<file path="src/rtl/spmrng_pkg.sv">
package spmrng_pkg;

	// Minimal-standard generator constants.
	localparam logic [14:0] PM_MULT    = 15'd16807;
	localparam logic [30:0] PM_MOD     = 31'h7FFF_FFFF;
	localparam int unsigned WARM_EXTRA = 8;

	// Table slot estimate: the top bits of the last output times a scaled
	// reciprocal of the slot width, followed by one correction step.
	localparam int unsigned EST_DROP  = 20;
	localparam int unsigned EST_HI_W  = 31 - EST_DROP;
	localparam int unsigned RECIP_SH  = 36;
	localparam int unsigned RECIP_W   = 12;
	localparam int unsigned EST_PRD_W = EST_HI_W + RECIP_W;
	localparam int unsigned EST_SH    = RECIP_SH - EST_DROP;
	localparam int unsigned EST_W     = EST_PRD_W - EST_SH;
	localparam int unsigned CMP_W     = EST_W + 1 + 31;

	typedef enum logic [3:0] {
		ST_IDLE,
		ST_SEED,
		ST_W_MUL,
		ST_W_FOLD,
		ST_D_MUL,
		ST_D_FOLD,
		ST_D_SLOT,
		ST_D_READ,
		ST_D_OUT
	} spmrng_state_t;

	typedef struct packed {
		logic seed_load;
		logic mul;
		logic warm_fold;
		logic est;
		logic draw_fold;
		logic slot;
		logic swap;
		logic out_load;
	} spmrng_cmd_t;

endpackage

</file>
<file path="src/rtl/spmrng_ctrl.sv">
module spmrng_ctrl
	import spmrng_pkg::*;
(
	input  logic        clk,
	input  logic        arst_n,
	input  logic        in_valid,
	output logic        in_ready,
	input  logic        restart,
	output logic        out_valid,
	input  logic        out_ready,
	input  logic        last_step,
	output spmrng_cmd_t cmd
);

	spmrng_state_t state_q, state_d;
	logic          init_pending_q;
	logic          out_valid_q;
	logic          accept;
	logic          out_free;

	assign accept   = in_valid && in_ready;
	assign out_free = !out_valid_q || out_ready;

	always_ff @(posedge clk or negedge arst_n) begin
		if (!arst_n) begin
			state_q        <= ST_IDLE;
			init_pending_q <= 1'b1;
			out_valid_q    <= 1'b0;
		end else begin
			state_q <= state_d;
			if (state_q == ST_W_FOLD && last_step) begin
				init_pending_q <= 1'b0;
			end
			if (cmd.out_load) begin
				out_valid_q <= 1'b1;
			end else if (out_ready) begin
				out_valid_q <= 1'b0;
			end
		end
	end

	always_comb begin
		state_d = state_q;
		unique case (state_q)
			ST_IDLE: begin
				if (accept) begin
					state_d = (restart || init_pending_q) ? ST_SEED : ST_D_MUL;
				end
			end
			ST_SEED:   state_d = ST_W_MUL;
			ST_W_MUL:  state_d = ST_W_FOLD;
			ST_W_FOLD: state_d = last_step ? ST_D_MUL : ST_W_MUL;
			ST_D_MUL:  state_d = ST_D_FOLD;
			ST_D_FOLD: state_d = ST_D_SLOT;
			ST_D_SLOT: state_d = ST_D_READ;
			ST_D_READ: state_d = ST_D_OUT;
			ST_D_OUT: begin
				if (out_free) begin
					state_d = ST_IDLE;
				end
			end
			default:   state_d = ST_IDLE;
		endcase
	end

	always_comb begin
		cmd      = '0;
		in_ready = 1'b0;
		unique case (state_q)
			ST_IDLE:   in_ready      = 1'b1;
			ST_SEED:   cmd.seed_load = 1'b1;
			ST_W_MUL:  cmd.mul       = 1'b1;
			ST_W_FOLD: cmd.warm_fold = 1'b1;
			ST_D_MUL: begin
				cmd.mul = 1'b1;
				cmd.est = 1'b1;
			end
			ST_D_FOLD: cmd.draw_fold = 1'b1;
			ST_D_SLOT: cmd.slot      = 1'b1;
			ST_D_READ: cmd.swap      = 1'b1;
			ST_D_OUT:  cmd.out_load  = out_free;
			default:   cmd           = '0;
		endcase
	end

	assign out_valid = out_valid_q;

	// A pending first warm-up must be taken by the first accepted item.
	assert property (@(posedge clk) disable iff (!arst_n)
		(accept && init_pending_q) |=> (state_q == ST_SEED))
		else $error("pending warm-up skipped");

	// The warm-up always ends with the pending flag cleared.
	assert property (@(posedge clk) disable iff (!arst_n)
		(state_q == ST_W_FOLD && last_step) |=> !init_pending_q)
		else $error("warm-up finished but still pending");

	// A result never overwrites one that the receiver has not taken.
	assert property (@(posedge clk) disable iff (!arst_n)
		cmd.out_load |-> (!out_valid_q || out_ready))
		else $error("output register overwritten");

	// No item is taken while a draw is in progress.
	assert property (@(posedge clk) disable iff (!arst_n)
		(state_q != ST_IDLE) |-> !in_ready)
		else $error("ready during a draw");

endmodule

</file>
<file path="src/rtl/spmrng_dp.sv">
module spmrng_dp
	import spmrng_pkg::*;
#(
	parameter int unsigned TABLE_DEPTH = 32
) (
	input  logic        clk,
	input  logic        arst_n,
	input  logic        cfg_wr_en,
	input  logic [30:0] cfg_wr_data,
	input  spmrng_cmd_t cmd,
	output logic        last_step,
	output logic [30:0] value
);

	localparam int unsigned IDX_W   = $clog2(TABLE_DEPTH);
	localparam int unsigned WARM_N  = TABLE_DEPTH + WARM_EXTRA;
	localparam int unsigned CNT_W   = $clog2(WARM_N);
	localparam logic [63:0] SLOT_DIV64 = 64'd1 + (64'd2147483646 / 64'(TABLE_DEPTH));
	localparam logic [30:0] SLOT_DIV   = SLOT_DIV64[30:0];
	localparam logic [63:0] RECIP64    = (64'd1 << RECIP_SH) / SLOT_DIV64;
	localparam logic [RECIP_W-1:0] RECIP = RECIP64[RECIP_W-1:0];

	logic [30:0]          seed_q;
	logic [30:0]          x_q;
	logic [45:0]          prod_q;
	logic [30:0]          last_q;
	logic [CNT_W-1:0]     cnt_q;
	logic [EST_W-1:0]     est_q;
	logic [CMP_W-1:0]     cmp_q;
	logic [IDX_W-1:0]     slot_q;
	logic [30:0]          rd_q;
	logic [30:0]          value_q;
	logic [30:0]          tbl_mem [TABLE_DEPTH];

	logic [31:0]          fold_sum;
	logic [30:0]          fold;
	logic [30:0]          seed_fix;
	logic [EST_PRD_W-1:0] est_prd;
	logic [EST_W:0]       slot_corr;
	logic                 warm_fill;
	logic [CNT_W:0]       warm_addr;
	logic                 tbl_we;
	logic [IDX_W-1:0]     tbl_wa;
	logic [30:0]          tbl_wd;

	// x * 16807 mod (2^31 - 1): fold the high part onto the low part once.
	assign fold_sum = 32'(prod_q[30:0]) + 32'(prod_q[45:31]);
	assign fold     = (fold_sum >= 32'(PM_MOD)) ? 31'(fold_sum - 32'(PM_MOD))
	                                            : fold_sum[30:0];

	assign seed_fix  = (seed_q == PM_MOD || seed_q == '0) ? 31'd1 : seed_q;
	assign last_step = (cnt_q == CNT_W'(WARM_N - 1));
	assign warm_fill = (cnt_q >= CNT_W'(WARM_EXTRA));
	assign warm_addr = (CNT_W + 1)'(WARM_N - 1) - {1'b0, cnt_q};
	assign est_prd   = EST_PRD_W'(last_q[30:EST_DROP]) * EST_PRD_W'(RECIP);

	always_comb begin
		slot_corr = {1'b0, est_q};
		if (CMP_W'(last_q) >= cmp_q) begin
			slot_corr = slot_corr + 1'b1;
		end
		if (slot_corr >= (EST_W + 1)'(TABLE_DEPTH)) begin
			slot_corr = (EST_W + 1)'(TABLE_DEPTH - 1);
		end
	end

	always_comb begin
		tbl_we = 1'b0;
		tbl_wa = slot_q;
		tbl_wd = x_q;
		if (cmd.warm_fold && warm_fill) begin
			tbl_we = 1'b1;
			tbl_wa = warm_addr[IDX_W-1:0];
			tbl_wd = fold;
		end else if (cmd.swap) begin
			tbl_we = 1'b1;
		end
	end

	always_ff @(posedge clk or negedge arst_n) begin
		if (!arst_n) begin
			seed_q <= 31'd1;
			x_q    <= 31'd1;
			last_q <= '0;
			cnt_q  <= '0;
		end else begin
			if (cfg_wr_en) begin
				seed_q <= cfg_wr_data;
			end
			if (cmd.seed_load) begin
				x_q   <= seed_fix;
				cnt_q <= '0;
			end
			if (cmd.warm_fold) begin
				x_q   <= fold;
				cnt_q <= cnt_q + 1'b1;
				if (last_step) begin
					last_q <= fold;
				end
			end
			if (cmd.draw_fold) begin
				x_q <= fold;
			end
			if (cmd.out_load) begin
				last_q <= rd_q;
			end
		end
	end

	always_ff @(posedge clk) begin
		if (cmd.mul) begin
			prod_q <= 46'(x_q) * 46'(PM_MULT);
		end
		if (cmd.est) begin
			est_q <= est_prd[EST_PRD_W-1:EST_SH];
		end
		if (cmd.draw_fold) begin
			cmp_q <= CMP_W'({1'b0, est_q} + 1'b1) * CMP_W'(SLOT_DIV);
		end
		if (cmd.slot) begin
			slot_q <= slot_corr[IDX_W-1:0];
		end
		if (cmd.out_load) begin
			value_q <= rd_q;
		end
	end

	// Shuffle table: read-before-write on the swap, so the old entry leaves.
	always_ff @(posedge clk) begin
		if (cmd.swap) begin
			rd_q <= tbl_mem[slot_q];
		end
		if (tbl_we) begin
			tbl_mem[tbl_wa] <= tbl_wd;
		end
	end

	assign value = value_q;

	// The generator never leaves 1 .. 2^31-2.
	assert property (@(posedge clk) disable iff (!arst_n)
		(cmd.warm_fold || cmd.draw_fold || cmd.seed_load) |=>
		(x_q != '0 && x_q != PM_MOD))
		else $error("generator left its range");

	// The chosen slot does not overshoot the last output: slot * width <= last output.
	assert property (@(posedge clk) disable iff (!arst_n)
		cmd.slot |=> (CMP_W'(slot_q) * CMP_W'(SLOT_DIV) <= CMP_W'(last_q)))
		else $error("slot estimate too high");

	// The warm-up counter stays inside the warm-up length.
	assert property (@(posedge clk) disable iff (!arst_n)
		cmd.warm_fold |-> (cnt_q <= CNT_W'(WARM_N - 1)))
		else $error("warm-up counter overran");

endmodule

</file>
<file path="src/rtl/shuffled_park_miller_rng.sv">
// Shuffled minimal-standard random number generator.
//
// Each item accepted on the input channel (in_valid / in_ready) is one
// request and yields exactly one 31-bit item on the output channel
// (out_valid / out_ready): value, in 1 .. 2^31-2. Its uniform fraction is
// value / (2^31-1). An item with restart set reseeds the generator from
// the seed register and warms it up before its draw.
// In an ordinary draw, out_valid and in_ready rise together, and the next
// item can be taken as soon as in_ready is high; no item is taken while a
// draw is in progress. The draw is a fixed sequence: modular multiply
// with the table slot estimate, fold, slot correction, one read-and-replace
// of the shuffle table memory, and the output load.
// A warm-up loads the seed and then runs TABLE_DEPTH + 8 generator steps:
// every generator step is a multiply followed by a modulo fold.
// After reset the first request always warms up, even with restart clear.
// The seed register is written through cfg_wr_en / cfg_wr_data and is
// used at the next warm-up only. A result waits in the output register
// while the receiver stalls. One more item is still taken and computed,
// but its result waits in the last draw step until the register frees,
// and no further item is taken in the meantime.
module shuffled_park_miller_rng
	import spmrng_pkg::*;
#(
	parameter int unsigned TABLE_DEPTH = 32
) (
	input  logic        clk,
	input  logic        arst_n,
	input  logic        cfg_wr_en,
	input  logic [30:0] cfg_wr_data,
	input  logic        in_valid,
	output logic        in_ready,
	input  logic        restart,
	output logic        out_valid,
	input  logic        out_ready,
	output logic [30:0] value
);

	spmrng_cmd_t cmd;
	logic        last_step;

	// The sequencer walks through warm-up and draw steps.
	spmrng_ctrl u_ctrl (
		.clk       (clk),
		.arst_n    (arst_n),
		.in_valid  (in_valid),
		.in_ready  (in_ready),
		.restart   (restart),
		.out_valid (out_valid),
		.out_ready (out_ready),
		.last_step (last_step),
		.cmd       (cmd)
	);

	// The datapath holds the generator, the shuffle table and the result.
	spmrng_dp #(
		.TABLE_DEPTH (TABLE_DEPTH)
	) u_dp (
		.clk         (clk),
		.arst_n      (arst_n),
		.cfg_wr_en   (cfg_wr_en),
		.cfg_wr_data (cfg_wr_data),
		.cmd         (cmd),
		.last_step   (last_step),
		.value       (value)
	);

endmodule
</file>
<file path="config.mk">
export PLATFORM = sky130hd
export DESIGN_NAME = shuffled_park_miller_rng
export DESIGN_NICKNAME = d
export VERILOG_FILES = /design/src/rtl/spmrng_pkg.sv /design/src/rtl/spmrng_ctrl.sv /design/src/rtl/spmrng_dp.sv /design/src/rtl/shuffled_park_miller_rng.sv
export SDC_FILE = /design/constraint.sdc
export NUM_CORES = 2
export LEC_CHECK = 0
export ABC_AREA = 1
export BUFFER_PORTS_ARGS = -buffer_cell sky130_fd_sc_hd__buf_2
export CAP_MARGIN = 20
export CORE_AREA = 2 2 376 378
export DETAILED_ROUTE_END_ITERATION = 10
export DIE_AREA = 0 0 378 380
export GPL_ROUTABILITY_DRIVEN = 0
export SLEW_MARGIN = 10
export SYNTH_ARGS = -nofsm -noshare
export SYNTH_HDL_FRONTEND = slang
export SYNTH_SLANG_ARGS = --single-unit
</file>
<file path="constraint.sdc">
create_clock -name clk -period 7 [get_ports clk]
set_input_delay 0 -clock clk [delete_from_list [all_inputs] [get_ports clk]]
set_output_delay 0 -clock clk [all_outputs]
set_load 0.01 [all_outputs]
</file>
Yosys cells after proc, flatten, opt, wreduce, memory -nomap -nowiden:

Memory sizes are Yosys's and may differ from the RTL's. A register that Yosys moved wholly into a read port is not among the register bits.
Index checks and enable logic that the tools add are counted.

* register bits: 205
* bits in writable memories: 992
* input port bits: 37
* output and inout port bits: 33
* word-level logic and storage cells: 86
* memories: 1

* add/subtract/negate cells: 6
* multipliers: 1
* $lt $le $gt $ge: 4
* eq/ne operators: 12
* multiplexer cells: 33
* reduce and logical (&&, ||, !) cells: 17

Memory list
* u_dp.tbl_mem: depth 32, width 31, read ports 1, clocked after memory_dff 1, wr ports 1, line spmrng_dp.sv:33 `logic [30:0] tbl_mem [TABLE_DEPTH];`

Operators by type and width (number)
* $mux 31: 9
* $mul 31x15->46 const B: 1
* $ge 31x39->1: 1
* $pmux 4 s9: 1
* $add 31x15->32: 1
* $ge 32x31->1 const B: 1
* $eq 31x31->1 const B: 1
* $logic_not 31->1: 1
* $sub 31x31->31 const B: 1
* $eq 4x3->1 const B: 4
* $mux 1: 15
* $add 5x1->6 const B: 2
* $mux 6: 2
* $eq 4x2->1 const B: 2
* $ge 8x6->1 const B: 1
* $mux 4: 2
* $mux 8: 1
* $reduce_bool 2->1: 4
* $add 6x1->6 const B: 1
* $eq 6x6->1 const B: 1
* $ge 6x4->1 const B: 1
* $mux 3: 2
* $mux 5: 1
* $sub 3x5->5 const A: 1
* other kinds (10): 16

Depth between registers and ports, before layout:

* word-level depth: 6
* depth in mapped cells: 27

By module:

Synthesis repeated with hierarchy kept, for this count alone.

* cells, all modules: 5125
* area total of the unflattened synthesis: 58428.5 µm²

By module, submodules not included
* spmrng_dp: times used 1, cells each 5069, area an instance 58044.4 µm², seq. area each 35992.0 µm²
* spmrng_ctrl: times used 1, cells each 56, area an instance 384.1 µm², seq. area each 151.4 µm²

Worst setup path before layout:

Ideal clock, no wire load.

* kind: register to register
* from: register u_dp.x_q[14]
* to: register u_dp.prod_q[35] (data pin)
* setup time: 265 ps
* data arrival time: 4993 ps
* required time: 6735 ps
* path slack: 1742 ps
* cell stages (with the launch flop): 21
* cell sequence: dfrtp_1 inv_1 fa_1 inv_1 ha_1 inv_1 fa_1 inv_1 fa_1 fa_1 inv_1 fa_1 inv_1 ha_1 a21oi_1 inv_1 a31oi_1 o21ai_0 a221oi_1 o21ai_0 xor2_1

* word-level cells in the longest chain between the ends: 1

RTL lines
* start: declaration: line spmrng_dp.sv:24 `logic [30:0] x_q;`
* start signal: assignment: line spmrng_dp.sv:91 `x_q <= seed_fix;`
* start signal: assignment: line spmrng_dp.sv:95 `x_q <= fold;`
* start signal: assignment: line spmrng_dp.sv:102 `x_q <= fold;`
* $mul 31x15->46: line spmrng_dp.sv:112 `prod_q <= 46'(x_q) * 46'(PM_MULT);`
* end signal: assignment: line spmrng_dp.sv:112
* end: declaration: line spmrng_dp.sv:25 `logic [45:0] prod_q;`

No other way between the ends.
A chain may end at the register's enable or synchronous reset.

Worst setup path after layout:

* from: register u_dp.x_q[18]
* to: register u_dp.prod_q[32] (data pin)

Same word-level chain as after synthesis.

==> parameters.txt <==
Parameter                              Value

Cells and area
  Finished Cell Area    0.0668 mm²
  Net count, final    5,677
  Layout Area Growth over Synthesis    14.5%
  Share of layout cells above drive strength 1    9.41%
  Final Non-Filler Cells    7,276
  Layout fillers    12,405

Detailed routing
  Via Count    41,476
  Final ANT Viol Nets    0
  Post-route DRC violation count    0
  Routed length per instance    24.6 µm
  Mean number of vias per cell    5.70
  DR WL met3    15,000 µm
  Routed met2 length    82,100 µm
  Max layer used    met4
  Iteration-0 DRC count of the detailed router    4,661
  Total iterations of the first detailed-routing run    7
  Routed WL    179,000 µm
  Met1 WL    74,200 µm

Critical path
  Startpoint class of the critical path    flop
  Reg-to-reg setup timing slack    0.97 ns
  Most frequent cell on the critical path    sky130_fd_sc_hd__inv_1
  Number of cells on the critical path    22
  Cell type group with the largest total delay on the critical path    adder cells
  Crit. End Element    flop
  Series of cell instances along the critical path    inv_1, fa_1, inv_1, ha_1, inv_1, fa_1, inv_1, fa_1, fa_1, inv_1, fa_1, inv_1, ha_1, nand2_1, nor2_1, inv_1, nor3_1, a21oi_1, o21bai_1, nand2_1, nand2_1, xor2_1
  Crit Path Class    reg2reg
  Max FO, Critical Path    6
  Critical Path Sink    u_dp.prod_q[32]
  Worst EP arrival    6.53 ns
  CP Launch Point    u_dp.x_q[18]
  Beginning of the worst register-to-register path    u_dp.x_q[18]
  Critical Path Max Stage Delay    0.54 ns
  Slowest cell on crit path    sky130_fd_sc_hd__fa_1
  R2r worst-path depth    22
  Critical path data required time    7.50 ns
  Reg-to-reg critical path endpoint    u_dp.prod_q[32]
  Buffers & Inverters on Critical Path    7

Die
  Placement Rows    137
  Placeable core area    0.139 mm²
  IO Count    70
  Starting density of the core    41.9%
  Die Area    0.144 mm²
  Die span in x    378 µm
  Vert. Die Dim    380 µm

Placement
  Number of buffers added on ports    69
  Total instance count after detailed placement    6,910
  DP Wirelength    110,000 µm
  Instance area at placement    0.0613 mm²

Status
  Outcome    finished clean

Hold path
  Tightest Hold Check Type    in2reg

Global route
  Largest net degree at the start of global routing    207
  Residual overflow from global routing    0
  Initial antenna violation count    4
  Number of global-route vias before repair    39,674
  Overall global routing resource usage    24.7%
  First-pass GRT wire length    262,000 µm

Logic synthesis
  Most used flip-flop cell after synthesis    sky130_fd_sc_hd__edfxtp_1
  Cell Area, Synth    0.0583 mm²
  Synth top area share    57.5%
  Mapped Avg Cell Area    11.4 µm²
  Area contributors post-synth    sky130_fd_sc_hd__edfxtp_1, sky130_fd_sc_hd__o21ai_0, sky130_fd_sc_hd__fa_1
  Simple logic cell fraction of the synthesized area    11.4%
  Share of synthesized flip-flops with an asynchronous set or reset    8.60%
  Number of nets produced by synthesis    5,495
  Xor/xnor cell area share of the yosys netlist    0.931%
  Distinct cell type count after synthesis    50
  Synthesized-area fraction occupied by ao, oa, aoi and oai cells    11.4%
  Post-synth EDFFs    1,116
  Mux share of post-synthesis cell area    0%
  Number of instances in the synthesized netlist    5,112
  Most area-hungry cell type in the Yosys netlist    sky130_fd_sc_hd__edfxtp_1
  Largest family of logic cells by synthesized area    compound AO/OA/AOI/OAI gates
  Adder and majority cell fraction of the synthesized area    9.15%
  Sequential element share of the synthesized area    62.0%
  Number of synthesis warnings    0
  Number of synthesized register bits    1,221

Timing
  Number of pins with negative max-slew slack in the final report    0
  Peak clock frequency supported by timing    166 MHz
  Setup total negative slack    0 ns
  Unrepaired setup endpoints after global routing    no
  Period utilisation layout    86.2%
  Hold violation total from the final report    0
  Worst clock skew    0.0504 ns
  Final setup violation count    0
  Slew at the pin closest to its max-slew limit    1.14 ns
  Worst-case headroom to the max-slew limit    23.9%
  Period minus WS final    6.03 ns

CTS
  Clock buffer count from CTS    132
  Count of H-tree levels built during CTS    4
  Clock-pin slew on the worst setup and hold paths    0.06 ns
  Cell chosen for the clock root    sky130_fd_sc_hd__clkbuf_16
  Maximum clock path buffer count    3
  Skew-Pair Late Insertion Delay    0.78 ns
  Clk sinks    1,221
  TritonCTS clock tree    done

Job
  Number of maximum-capacitance violations    0
==> Yosys cell counts (all sizes together) (36+ instances only) <==
cell and count:
ha 212, fa 134, xor2 42, o21ai 649
o22ai 54, nor2 718, inv 528, a31oi 56
edfxtp 1116, clkbuf 229, nand2 585, dfrtp 102
nand3 210, a21oi 89, o221ai 200, nand4 36
==> logic make-up (layout without fill, tap and decap cells) <==
logic type,count (synthesis),after routing
AOI/OAI and AO/OA,1109,1109
xor gates and xnor gates,62,62
adders and majority gates,346,346
buffers and inverters,779,1065
DFF,1221,1221
other,0,2
and+or+nand+nor,1595,1595
==> cells in the final DEF, fill, tap and decap left out, drive strengths merged, types with 2 or more instances in the layout <==
cell and count:
dfstp 3, xor2 42, fa 134, diode 2, o221ai 200, nor3 18
o22ai 54, or2 3, ha 212, nand3b 6, a31oi 56, clkinv 48
inv 534, bufinv 5, xnor2 20, buf 170, nor2 718, a21oi 89
o21bai 6, nand4 36, dfrtp 102, a21o 4, and2 4, dlygate4sd3 125
a32oi 30, clkinvlp 5, nand3 210, o21ai 649, o31ai 4, nand2 585
nor4 15, edfxtp 1116, clkbuf 178, o211ai 11
==> sequential cells by signal (all words and copies together), names as in the netlist <==
name                   flops
u_dp.cnt_q                 6
u_dp.last_q               31
u_dp.x_q                  31
u_dp.seed_q               31
u_dp.tbl_mem             992
u_dp.rd_q                 31
u_ctrl.init_pending_q      1
u_ctrl.out_valid           1
u_dp.cmp_q                 6
u_ctrl.state_q             4
u_dp.value                31
u_dp.est_q                 5
u_dp.prod_q               46
u_dp.slot_q                5
==> area by class of cell <==
| type | count | area, µm² | share of cell area (%) |
|---|---|---|---|
| antenna | 2 | 5.00 | 0.00749 |
| timing repair buffer | 295 | 2480 | 3.72 |
| sequential | 1221 | 36100 | 54.1 |
| tap | 1876 | 2350 | 3.51 |
| clock inverter | 60 | 591 | 0.884 |
| multi-input combinational | 3112 | 19600 | 29.4 |
| inverter | 532 | 2020 | 3.02 |
| clock buffer | 178 | 3560 | 5.33 |
==> worst min path at each step <==
stage | end | cells after the start | slack [ns] | startpoint
2_1_floorplan | u_ctrl.out_valid | 0 | -0.30 | arst_n
3_3_place_gp | u_dp.seed_q[1] | 1 | 0.03 | arst_n
3_5_place_dp | u_dp.seed_q[1] | 1 | 0.03 | arst_n
4_1_cts | u_ctrl.out_valid | 5 | 0.22 | out_ready
5_1_grt | u_ctrl.out_valid | 5 | 0.27 | out_ready
6_report | u_ctrl.out_valid | 5 | 0.28 | out_ready
==> through the flow <==
step / hold WS, ns / utilization (%) / setup slack (ns)
after floorplan: -0.296 / - / 1.74
after global placement: 0.0287 / 44.0 / 1.07
after detailed placement: 0.0278 / 44.1 / 1.00
after CTS: 0.215 / 48.0 / 0.949
after global routing: 0.273 / 48.0 / 0.665
final: 0.282 / 48.0 / 0.969
==> tightest hold or removal path: stages <==
cell and delay, ns:
sky130_fd_sc_hd__dlygate4sd3_1 0.52, sky130_fd_sc_hd__buf_2 0.17, sky130_fd_sc_hd__nor2_1 0.10, sky130_fd_sc_hd__inv_1 0.13, sky130_fd_sc_hd__nand2_1 0.07
==> metal layers <==
metal	track usage (%)	up-vias
met5	0	-
li1	-	18522
met4	9.68	0
met1	34.4	20708
met3	4.56	333
met2	38.3	1913
==> timing repair <==
item	4_1_cts	5_1_grt
resized for setup	0	0
setup buffers	0	0
hold buffers	126	0
endpoints found under the hold margin	137	0
Power is not shown: default switching activity piles up to over one toggle a cycle in this logic, so the estimate is an artifact.
